## config.mk

```make
export PLATFORM = sky130hd
export DESIGN_NAME = motion_verify_controller_unit_flat
export DESIGN_NICKNAME = d
export VERILOG_FILES = /design/src/hdl/mvc_pkg.sv /design/src/hdl/mvc_req_if.sv /design/src/hdl/mvc_rsp_if.sv /design/src/hdl/motion_verify_controller_unit.sv /design/src/hdl/mvc_step.sv /design/src/flat_wrapper.sv
export VERILOG_INCLUDE_DIRS = /design/src /design/src/hdl
export SDC_FILE = /design/constraint.sdc
export NUM_CORES = 1
export LEC_CHECK = 0
export BUFFER_PORTS_ARGS = -buffer_cell sky130_fd_sc_hd__buf_4
export CAP_MARGIN = 10
export CORE_MARGIN = 3
export CORE_UTILIZATION = 30
export DETAILED_ROUTE_END_ITERATION = 8
export PLACE_DENSITY_LB_ADDON = 0.1
export SYNTH_ARGS = -nofsm -noshare
export SYNTH_HDL_FRONTEND = slang
export SYNTH_SLANG_ARGS = --single-unit
```

## constraint.sdc

```tcl
create_clock -name clk -period 2.5 [get_ports clk]
set_input_delay 0.25 -clock clk [delete_from_list [all_inputs] [get_ports clk]]
set_output_delay 0.25 -clock clk [all_outputs]
set_load 0.01 [all_outputs]
```

## src/hdl/assert_macros.svh

```systemverilog
// Concurrent assertion helpers, compiled out for synthesis.
`ifndef ASSERT_MACROS_SVH
`define ASSERT_MACROS_SVH

`ifndef SYNTHESIS

// Check a property on every rising edge, muted while reset is asserted.
`define MVC_ASSERT(label, clk, rst_n, prop) \
	label: assert property (@(posedge clk) disable iff (!(rst_n)) (prop)) \
		else $error("assertion failed");

// Check a property on every rising edge, reset included.
`define MVC_ASSERT_ALWAYS(label, clk, prop) \
	label: assert property (@(posedge clk) (prop)) \
		else $error("assertion failed");

`else

`define MVC_ASSERT(label, clk, rst_n, prop)
`define MVC_ASSERT_ALWAYS(label, clk, prop)

`endif

`endif

```

## src/hdl/mvc_pkg.sv

```systemverilog
package mvc_pkg;

	// controller states
	localparam logic [2:0] ST_SETUP  = 3'd0;
	localparam logic [2:0] ST_WAIT   = 3'd1;
	localparam logic [2:0] ST_SETTLE = 3'd2;
	localparam logic [2:0] ST_VERIFY = 3'd3;
	localparam logic [2:0] ST_SIGNAL = 3'd4;
	localparam logic [2:0] ST_PAUSE  = 3'd5;
	localparam logic [2:0] ST_PDOWN  = 3'd6;

	// request kinds
	localparam logic [1:0] REQ_STEP = 2'd0;
	localparam logic [1:0] REQ_TICK = 2'd1;
	localparam logic [1:0] REQ_PDN  = 2'd2;
	localparam logic [1:0] REQ_PUP  = 2'd3;

	// configuration register indexes
	localparam int CFG_IDX_W = 2;
	localparam int CFG_W     = 16;
	localparam logic [CFG_IDX_W-1:0] CFG_SETTLE = 2'd0;
	localparam logic [CFG_IDX_W-1:0] CFG_VERIFY = 2'd1;
	localparam logic [CFG_IDX_W-1:0] CFG_PAUSE  = 2'd2;

	localparam logic [CFG_W-1:0] SETTLE_RST = 16'd100;
	localparam logic [CFG_W-1:0] VERIFY_RST = 16'd1000;
	localparam logic [CFG_W-1:0] PAUSE_RST  = 16'd5000;

	typedef struct packed {
		logic [2:0] state;
		logic       running;
		logic       pdn_pend;
		logic       pup_pend;
	} ctl_t;

	typedef struct packed {
		logic [CFG_W-1:0] settle;
		logic [CFG_W-1:0] verify;
		logic [CFG_W-1:0] pause;
	} limits_t;

	typedef struct packed {
		logic [2:0] fsm_state;
		logic       detect_pulse;
		logic       sensor_configure;
		logic       sensor_power_down;
		logic       sensor_power_up;
	} res_t;

endpackage

```

## src/hdl/mvc_req_if.sv

```systemverilog
interface mvc_req_if;
	logic       valid;
	logic       ready;
	logic [1:0] req_type;
	logic       motion;

	modport source(output valid, output req_type, output motion, input ready);
	modport sink(input valid, input req_type, input motion, output ready);
endinterface

```

## src/hdl/mvc_rsp_if.sv

```systemverilog
interface mvc_rsp_if;
	logic       valid;
	logic       ready;
	logic [2:0] fsm_state;
	logic       detect_pulse;
	logic       sensor_configure;
	logic       sensor_power_down;
	logic       sensor_power_up;

	modport source(output valid, output fsm_state, output detect_pulse,
		output sensor_configure, output sensor_power_down, output sensor_power_up,
		input ready);
	modport sink(input valid, input fsm_state, input detect_pulse,
		input sensor_configure, input sensor_power_down, input sensor_power_up,
		output ready);
endinterface

```

## src/hdl/motion_verify_controller_unit.sv

```systemverilog
// Motion verify controller.
// req (sink): one beat per event: task step with the motion bit, millisecond
//   tick, power-down request or power-up request.
// rsp (source): exactly one beat per request beat, in order, carrying the
//   state after the event and the one-shot action bits (detect pulse,
//   sensor configure, sensor power down, sensor power up).
// wr_en/wr_index/wr_data: limit registers (settle, verify window, pause), which the user
//   must write only while the block is idle; the block itself does not enforce this. Unused indexes are dropped.
// A request beat accepted on req lands in the input register, is evaluated
//   and its result registered in the result register, and is offered on
//   rsp from then on. Throughput: one beat per cycle while rsp is not held
//   off, set by the single state update plus timer compare between the two registers.
// Stall: while rsp is held off the result stays put, one more beat can
//   sit in the input register, and req.ready drops when both are full.
// Reset: state goes to setup, timer cleared and stopped, request flags
//   cleared, limits back to 100 / 1000 / 5000 ms, both stages empty.
`include "assert_macros.svh"

module motion_verify_controller_unit #(
	parameter int TIMER_BITS = 16
) (
	input  logic                               clk,
	input  logic                               arst_n,
	mvc_req_if.sink                            req,
	mvc_rsp_if.source                          rsp,
	input  logic                               wr_en,
	input  logic [mvc_pkg::CFG_IDX_W-1:0]      wr_index,
	input  logic [mvc_pkg::CFG_W-1:0]          wr_data
);

	// configuration
	mvc_pkg::limits_t limits_q;

	always_ff @(posedge clk or negedge arst_n) begin
		if (!arst_n) begin
			limits_q.settle <= mvc_pkg::SETTLE_RST;
			limits_q.verify <= mvc_pkg::VERIFY_RST;
			limits_q.pause  <= mvc_pkg::PAUSE_RST;
		end else if (wr_en) begin
			unique case (wr_index)
				mvc_pkg::CFG_SETTLE: limits_q.settle <= wr_data;
				mvc_pkg::CFG_VERIFY: limits_q.verify <= wr_data;
				mvc_pkg::CFG_PAUSE:  limits_q.pause  <= wr_data;
				default: ;
			endcase
		end
	end

	// input stage
	logic       valid_s1;
	logic [1:0] req_type_s1;
	logic       motion_s1;

	// result stage
	logic          valid_s2;
	mvc_pkg::res_t res_s2;

	logic s2_free;
	logic adv;

	assign s2_free   = !valid_s2 || rsp.ready;
	assign adv       = valid_s1 && s2_free;
	assign req.ready = !valid_s1 || s2_free;

	always_ff @(posedge clk or negedge arst_n) begin
		if (!arst_n) begin
			valid_s1 <= 1'b0;
		end else if (req.ready) begin
			valid_s1 <= req.valid;
		end
	end

	// payload of the input stage: load on every accepted beat
	always_ff @(posedge clk) begin
		if (req.valid && req.ready) begin
			req_type_s1 <= req.req_type;
			motion_s1   <= req.motion;
		end
	end

	// controller state, updated as each beat moves to the result stage
	mvc_pkg::ctl_t         ctl_q;
	logic [TIMER_BITS-1:0] elapsed_q;
	mvc_pkg::ctl_t         ctl_nxt;
	logic [TIMER_BITS-1:0] elapsed_nxt;
	mvc_pkg::res_t         res_nxt;

	mvc_step #(
		.TIMER_BITS(TIMER_BITS)
	) u_step (
		.req_type    (req_type_s1),
		.motion      (motion_s1),
		.ctl         (ctl_q),
		.elapsed     (elapsed_q),
		.limits      (limits_q),
		.ctl_nxt     (ctl_nxt),
		.elapsed_nxt (elapsed_nxt),
		.res         (res_nxt)
	);

	always_ff @(posedge clk or negedge arst_n) begin
		if (!arst_n) begin
			ctl_q.state    <= mvc_pkg::ST_SETUP;
			ctl_q.running  <= 1'b0;
			ctl_q.pdn_pend <= 1'b0;
			ctl_q.pup_pend <= 1'b0;
			elapsed_q      <= '0;
		end else if (adv) begin
			ctl_q     <= ctl_nxt;
			elapsed_q <= elapsed_nxt;
		end
	end

	always_ff @(posedge clk or negedge arst_n) begin
		if (!arst_n) begin
			valid_s2 <= 1'b0;
		end else if (s2_free) begin
			valid_s2 <= valid_s1;
		end
	end

	// hold the result beat until it is taken
	always_ff @(posedge clk) begin
		if (adv)
			res_s2 <= res_nxt;
	end

	assign rsp.valid             = valid_s2;
	assign rsp.fsm_state         = res_s2.fsm_state;
	assign rsp.detect_pulse      = res_s2.detect_pulse;
	assign rsp.sensor_configure  = res_s2.sensor_configure;
	assign rsp.sensor_power_down = res_s2.sensor_power_down;
	assign rsp.sensor_power_up   = res_s2.sensor_power_up;

	// a detection always leads into the pause hold-off
	`MVC_ASSERT(a_pulse_pause, clk, arst_n, (valid_s2 && res_s2.detect_pulse) |-> (res_s2.fsm_state == mvc_pkg::ST_PAUSE))

	// power up always lands in wait
	`MVC_ASSERT(a_pup_wait, clk, arst_n, (valid_s2 && res_s2.sensor_power_up) |-> (res_s2.fsm_state == mvc_pkg::ST_WAIT))

	// a beat handed to the result stage is offered in the next cycle
	`MVC_ASSERT(a_adv_out, clk, arst_n, adv |=> valid_s2)

	// an unused state code is never reached
	`MVC_ASSERT_ALWAYS(a_no_bad_state, clk, ctl_q.state <= mvc_pkg::ST_PDOWN)

endmodule

```

## src/hdl/mvc_step.sv

```systemverilog
module mvc_step #(
	parameter int TIMER_BITS = 16
) (
	input  logic [1:0]            req_type,
	input  logic                  motion,
	input  mvc_pkg::ctl_t         ctl,
	input  logic [TIMER_BITS-1:0] elapsed,
	input  mvc_pkg::limits_t      limits,
	output mvc_pkg::ctl_t         ctl_nxt,
	output logic [TIMER_BITS-1:0] elapsed_nxt,
	output mvc_pkg::res_t         res
);

	localparam int CMP_W = (TIMER_BITS > mvc_pkg::CFG_W) ? TIMER_BITS : mvc_pkg::CFG_W;

	logic [CMP_W-1:0] el_w;
	logic             settle_up;
	logic             verify_up;
	logic             pause_up;

	assign el_w      = CMP_W'(elapsed);
	assign settle_up = el_w >= CMP_W'(limits.settle);
	assign verify_up = el_w >= CMP_W'(limits.verify);
	assign pause_up  = el_w >= CMP_W'(limits.pause);

	always_comb begin
		ctl_nxt     = ctl;
		elapsed_nxt = elapsed;
		res         = '0;

		case (req_type)
			mvc_pkg::REQ_TICK: begin
				// saturate at all ones
				if (ctl.running && (elapsed != {TIMER_BITS{1'b1}}))
					elapsed_nxt = elapsed + TIMER_BITS'(1);
			end
			mvc_pkg::REQ_PDN: ctl_nxt.pdn_pend = 1'b1;
			mvc_pkg::REQ_PUP: ctl_nxt.pup_pend = 1'b1;
			default: begin
				unique case (ctl.state)
					mvc_pkg::ST_WAIT: begin
						if (ctl.pdn_pend) begin
							ctl_nxt.state = mvc_pkg::ST_PDOWN;
						end else if (motion) begin
							ctl_nxt.state   = mvc_pkg::ST_SETTLE;
							ctl_nxt.running = 1'b1;
							elapsed_nxt     = '0;
						end
					end
					mvc_pkg::ST_SETTLE: begin
						if (settle_up) begin
							ctl_nxt.state   = mvc_pkg::ST_VERIFY;
							ctl_nxt.running = 1'b1;
							elapsed_nxt     = '0;
						end
					end
					mvc_pkg::ST_VERIFY: begin
						// window expiry takes priority over motion
						if (verify_up) begin
							ctl_nxt.state   = mvc_pkg::ST_WAIT;
							ctl_nxt.running = 1'b0;
						end else if (motion) begin
							ctl_nxt.state   = mvc_pkg::ST_SIGNAL;
							ctl_nxt.running = 1'b0;
						end
					end
					mvc_pkg::ST_SIGNAL: begin
						res.detect_pulse = 1'b1;
						ctl_nxt.state    = mvc_pkg::ST_PAUSE;
						ctl_nxt.running  = 1'b1;
						elapsed_nxt      = '0;
					end
					mvc_pkg::ST_PAUSE: begin
						if (pause_up)
							ctl_nxt.state = mvc_pkg::ST_WAIT;
					end
					mvc_pkg::ST_PDOWN: begin
						if (ctl.pdn_pend) begin
							ctl_nxt.pdn_pend      = 1'b0;
							res.sensor_power_down = 1'b1;
						end
						if (ctl.pup_pend) begin
							ctl_nxt.pup_pend    = 1'b0;
							res.sensor_power_up = 1'b1;
							ctl_nxt.state       = mvc_pkg::ST_WAIT;
						end
					end
					default: begin
						// setup, and the unused code, configure the sensor
						res.sensor_configure = 1'b1;
						ctl_nxt.state        = mvc_pkg::ST_WAIT;
					end
				endcase
			end
		endcase

		res.fsm_state = ctl_nxt.state;
	end

endmodule
```

## src/flat_wrapper.sv

```systemverilog
// flat-port wrapper written by rule: the top's interface ports become plain ports
module motion_verify_controller_unit_flat 
#(
	parameter int TIMER_BITS = 16
)
  (clk, arst_n, wr_en, wr_index, wr_data, req_valid, req_req_type, req_motion, req_ready, rsp_valid, rsp_fsm_state, rsp_detect_pulse, rsp_sensor_configure, rsp_sensor_power_down, rsp_sensor_power_up, rsp_ready);
  mvc_req_if req_i ();
  mvc_rsp_if rsp_i ();
  input  logic clk;
  input  logic arst_n;
  input  logic wr_en;
  input  logic [mvc_pkg::CFG_IDX_W-1:0] wr_index;
  input  logic [mvc_pkg::CFG_W-1:0] wr_data;
  input wire logic [$bits(req_i.valid)-1:0] req_valid;
  input wire logic [$bits(req_i.req_type)-1:0] req_req_type;
  input wire logic [$bits(req_i.motion)-1:0] req_motion;
  output wire logic [$bits(req_i.ready)-1:0] req_ready;
  output wire logic [$bits(rsp_i.valid)-1:0] rsp_valid;
  output wire logic [$bits(rsp_i.fsm_state)-1:0] rsp_fsm_state;
  output wire logic [$bits(rsp_i.detect_pulse)-1:0] rsp_detect_pulse;
  output wire logic [$bits(rsp_i.sensor_configure)-1:0] rsp_sensor_configure;
  output wire logic [$bits(rsp_i.sensor_power_down)-1:0] rsp_sensor_power_down;
  output wire logic [$bits(rsp_i.sensor_power_up)-1:0] rsp_sensor_power_up;
  input wire logic [$bits(rsp_i.ready)-1:0] rsp_ready;
  assign req_i.valid = req_valid;
  assign req_i.req_type = req_req_type;
  assign req_i.motion = req_motion;
  assign req_ready = req_i.ready;
  assign rsp_valid = rsp_i.valid;
  assign rsp_fsm_state = rsp_i.fsm_state;
  assign rsp_detect_pulse = rsp_i.detect_pulse;
  assign rsp_sensor_configure = rsp_i.sensor_configure;
  assign rsp_sensor_power_down = rsp_i.sensor_power_down;
  assign rsp_sensor_power_up = rsp_i.sensor_power_up;
  assign rsp_i.ready = rsp_ready;
  motion_verify_controller_unit #(.TIMER_BITS(TIMER_BITS)) u_core (.clk(clk), .arst_n(arst_n), .req(req_i), .rsp(rsp_i), .wr_en(wr_en), .wr_index(wr_index), .wr_data(wr_data));
endmodule
```

==> results by group <==
Timing
  • Unrepaired setup endpoints after global routing: yes
  • Relative max-transition margin: 0.349
  • Final setup fails: 0
  • Worst Max-Slew Pin Slew: 0.977 ns
  • F_max: 0.415 GHz
  • Final Max Slew Viols: 0
  • Fin. Hold Viols: 0
  • Post-layout min period: 2.41 ns
  • Worst clock skew: 0.00483 ns
  • Final period util: 0.964

Clocking
  • Post-cts hold buffer count: 0
  • Total CTS buffers: 9
  • TritonCTS clock tree: done
  • Longest Clk Path Bufs: 2
  • Worst skew pair latency: 0.35 ns
  • Clock sink count: 82
  • Clock root buffer: clkbuf_16
  • Worst-path clk slew: 0.06 ns
  • H-tree lvl count: 3

Drt
  • Final Routed Wirelength: 12600 um
  • Routed met2 length: 6110 um
  • Met1 Wirelength: 5820 um
  • Vias: 3950
  • # DRC: 0
  • Met3 WL: 375 um
  • Uppermost routed layer: met4
  • TritonRoute pass-1 iters: 4
  • Routed Antenna Nets: 0
  • Vias per cell: 4.99
  • DR WL/cell: 15.9 um
  • Drt first-iter violations: 261

Critical path
  • Critical Path Fanout Max: 4
  • CP Class: reg -> reg
  • Crit. End Element: flop
  • Worst Reg-to-Reg Cells: 9
  • Crit path required time: 2.57 ns
  • CP startpoint kind: flop
  • Data arrival, critical path: 2.48 ns

Global routing
  • Via count of the first global-routing pass: 4007
  • Initial antenna violation count: 0
  • Total global-route track usage: 0.145
  • Largest net degree at the start of global routing: 73
  • First-pass GRT wire length: 20600 um
  • Overflow after GRT: 0

Power and ir drop
  • Post-route total power: 4.51 mW
  • Pwr Density: 724 nW/um^2
  • Leakage: 2.84 nW
  • Peak VDD IR: 0.000327 V

Logic synthesis
  • Mapped Nets: 574
  • Syn_area_per_cell: 10.1 sq um
  • Area fraction in compound gates after synthesis: 0.167
  • Adder-Cell Fraction of Synth Area: 0.133
  • Cells after Synth: 495
  • Post-synth EDFFs: 10
  • Dominant cells by area after synthesis: dfrtp_1, ha_1, mux2_2
  • XOR/XNOR Fraction of Synth Area: 0
  • Synth async-reset ratio: 0.878
  • Yosys top cell by area: dfrtp_1
  • Ys flop type: dfrtp_1
  • Yosys warns: 0
  • Post-synthesis simple-gate area fraction: 0.136
  • Post-synth top area share: 0.291
  • Mapped Area: 4990 sq um
  • Synth cell types: 55
  • Synth Register Bits: 82
  • Post-synthesis mux area share: 0.0805
  • Largest family of logic cells by synthesized area: compound AO/OA/AOI/OAI gates
  • Sequential fraction of the synthesis area: 0.425

Job
  • Max-Cap Viols: 0

Floorplanning
  • Placement Rows: 46
  • Boundary Pins: 35
  • Core area: 16100 sq um
  • Chip height: 135 um
  • Die area: 18200 sq um
  • Die Width: 135 um
  • Starting density of the core: 0.311

Layout
  • Fin nets: 650
  • Non-filler cells, final: 792
  • Fillcell total: 1603
  • Area Growth Syn to Fin: 24.9%
  • Final Util: 0.388
  • N_diodes: 0
  • Layout cell share with drive strength beyond 1: 0.299

Place
  • Gp weighted congestion: 0.768
  • DP Cell Count: 773
  • Hpwl dp: 9410 um
  • I/O Buffers: 34

Outcome
  • Status: completed

Hold path
  • Hold WC Path Type: in -> async
==> worst max-delay path: stages (launching register included) <==
cell and delay, ns:
dfrtp_1 0.44, ha_4 0.30, o211a_1 0.16, a211oi_2 0.06, buf_4 0.15, nor4bb_4 0.28
a211oi_2 0.13, buf_4 0.17, a2111oi_4 0.32, a311oi_2 0.13
==> cells in the mapped netlist, drive strengths merged (4+ instances only) <==
| master | n |
|---|---|
| nor2 | 17 |
| nand3b | 4 |
| a211oi | 15 |
| inv | 61 |
| nor3 | 4 |
| a211o | 4 |
| nand3 | 12 |
| nand2b | 9 |
| nand2 | 30 |
| or3 | 5 |
| ha | 53 |
| o211ai | 4 |
| a21o | 5 |
| edfxtp | 10 |
| a21oi | 22 |
| dfrtp | 58 |
| and3 | 6 |
| clkbuf | 13 |
| nand4 | 11 |
| and2 | 4 |
| mux2 | 33 |
| o21ai | 44 |
| a2111oi | 4 |
| dfstp | 14 |
==> final timing paths <==
| check | startpoint | to | slack, ns |
|---|---|---|---|
| max in group asynchronous | arst_n | u_core.elapsed_q[9] | 1.76 |
| min | arst_n | u_core.ctl_q[0] | 0.06 |
| min in group clk | req_req_type[1] | u_core.req_type_s1[1] | 0.08 |
| max reg2reg | u_core.elapsed_q[6] | u_core.rsp.fsm_state[2] | 0.09 |
| max | u_core.elapsed_q[6] | u_core.rsp.fsm_state[2] | 0.09 |
| min reg2reg | u_core.limits_q[4] | u_core.limits_q[4] | 0.51 |
==> through the flow <==
| stage | hold WS, ns | setup TNS (ns) | area, sq um | setup WS [ns] |
|---|---|---|---|---|
| finish | 0.0568 | 0 | 6230 | 0.0907 |
| floorplan | -0.0456 | 0 | 4990 | 0.253 |
| global placement | 0.429 | -0.103 | 5810 | -0.0971 |
| CTS | 0.0651 | 0 | 6120 | 0.00209 |
| detailed placement | 0.429 | -0.267 | 5810 | -0.179 |
| global route | 0.0641 | -0.0361 | 6230 | -0.0361 |
==> power by group <==
group | switching [mW] | total (mW) | internal [mW] | leakage (nW)
clock | 0.556 | 1.25 | 0.695 | 0.131
combinational | 0.770 | 1.47 | 0.703 | 1.75
sequential | 0.177 | 1.79 | 1.61 | 0.953
==> layout make-up <==
class / instances / area, sq um / area share
clock buffer: 11 / 243 / 0.0389
clock inverter: 5 / 30.0 / 0.00482
inverter: 61 / 229 / 0.0367
multi-input combinational: 336 / 2710 / 0.434
sequential: 82 / 2120 / 0.341
tap: 216 / 270 / 0.0433
timing repair buffer: 81 / 633 / 0.102
==> cell usage in the layout, fill, tap and decap left out, drive strengths merged, types with 3 or more instances in the layout <==
| cell | instances |
|---|---|
| a2111oi | 4 |
| a211o | 4 |
| a211oi | 15 |
| a21o | 5 |
| a21oi | 22 |
| a31oi | 3 |
| and2 | 4 |
| and3 | 6 |
| and4 | 3 |
| buf | 81 |
| clkbuf | 11 |
| clkinv | 3 |
| dfrtp | 58 |
| dfstp | 14 |
| edfxtp | 10 |
| ha | 53 |
| inv | 61 |
| mux2 | 33 |
| mux2i | 3 |
| nand2 | 30 |
| nand2b | 9 |
| nand3 | 12 |
| nand3b | 4 |
| nand4 | 11 |
| nor2 | 17 |
| nor3 | 4 |
| o211ai | 4 |
| o21a | 3 |
| o21ai | 44 |
| o22ai | 3 |
| or3 | 5 |
==> layer usage <==
layer  vias up  GRT usage
met1      1911      0.189
met2        75      0.242
li1       1947          -
met3        17     0.0242
met5         -          0
met4         0     0.0571
==> registers in the layout (all words and copies together) (netlist names) <==
register,flops
u_core.limits_q,48
u_core.valid_s1,1
u_core.rsp.detect_pulse,1
u_core.req_type_s1,2
u_core.rsp.valid,1
u_core.rsp.sensor_power_up,1
u_core.rsp.sensor_power_down,1
u_core.rsp.fsm_state,3
u_core.elapsed_q,16
u_core.motion_s1,1
u_core.ctl_q,6
u_core.rsp.sensor_configure,1
==> kinds of logic (layout without fill, tap and decap cells) <==
group | Yosys count | after routing
fa+ha+maj | 53 | 53
mux | 36 | 36
flops | 82 | 82
buf+inv | 77 | 158
simple gates | 121 | 121
compound gates | 126 | 126
==> timing repair <==
item	CTS	global route
pin swaps	1	5
endpoints found under the hold margin	0	0
endpoints found under the setup margin	4	20
cloned	0	0
resized for setup	8	20
buffers inserted	1	2
(Power assumes the default switching activity.)
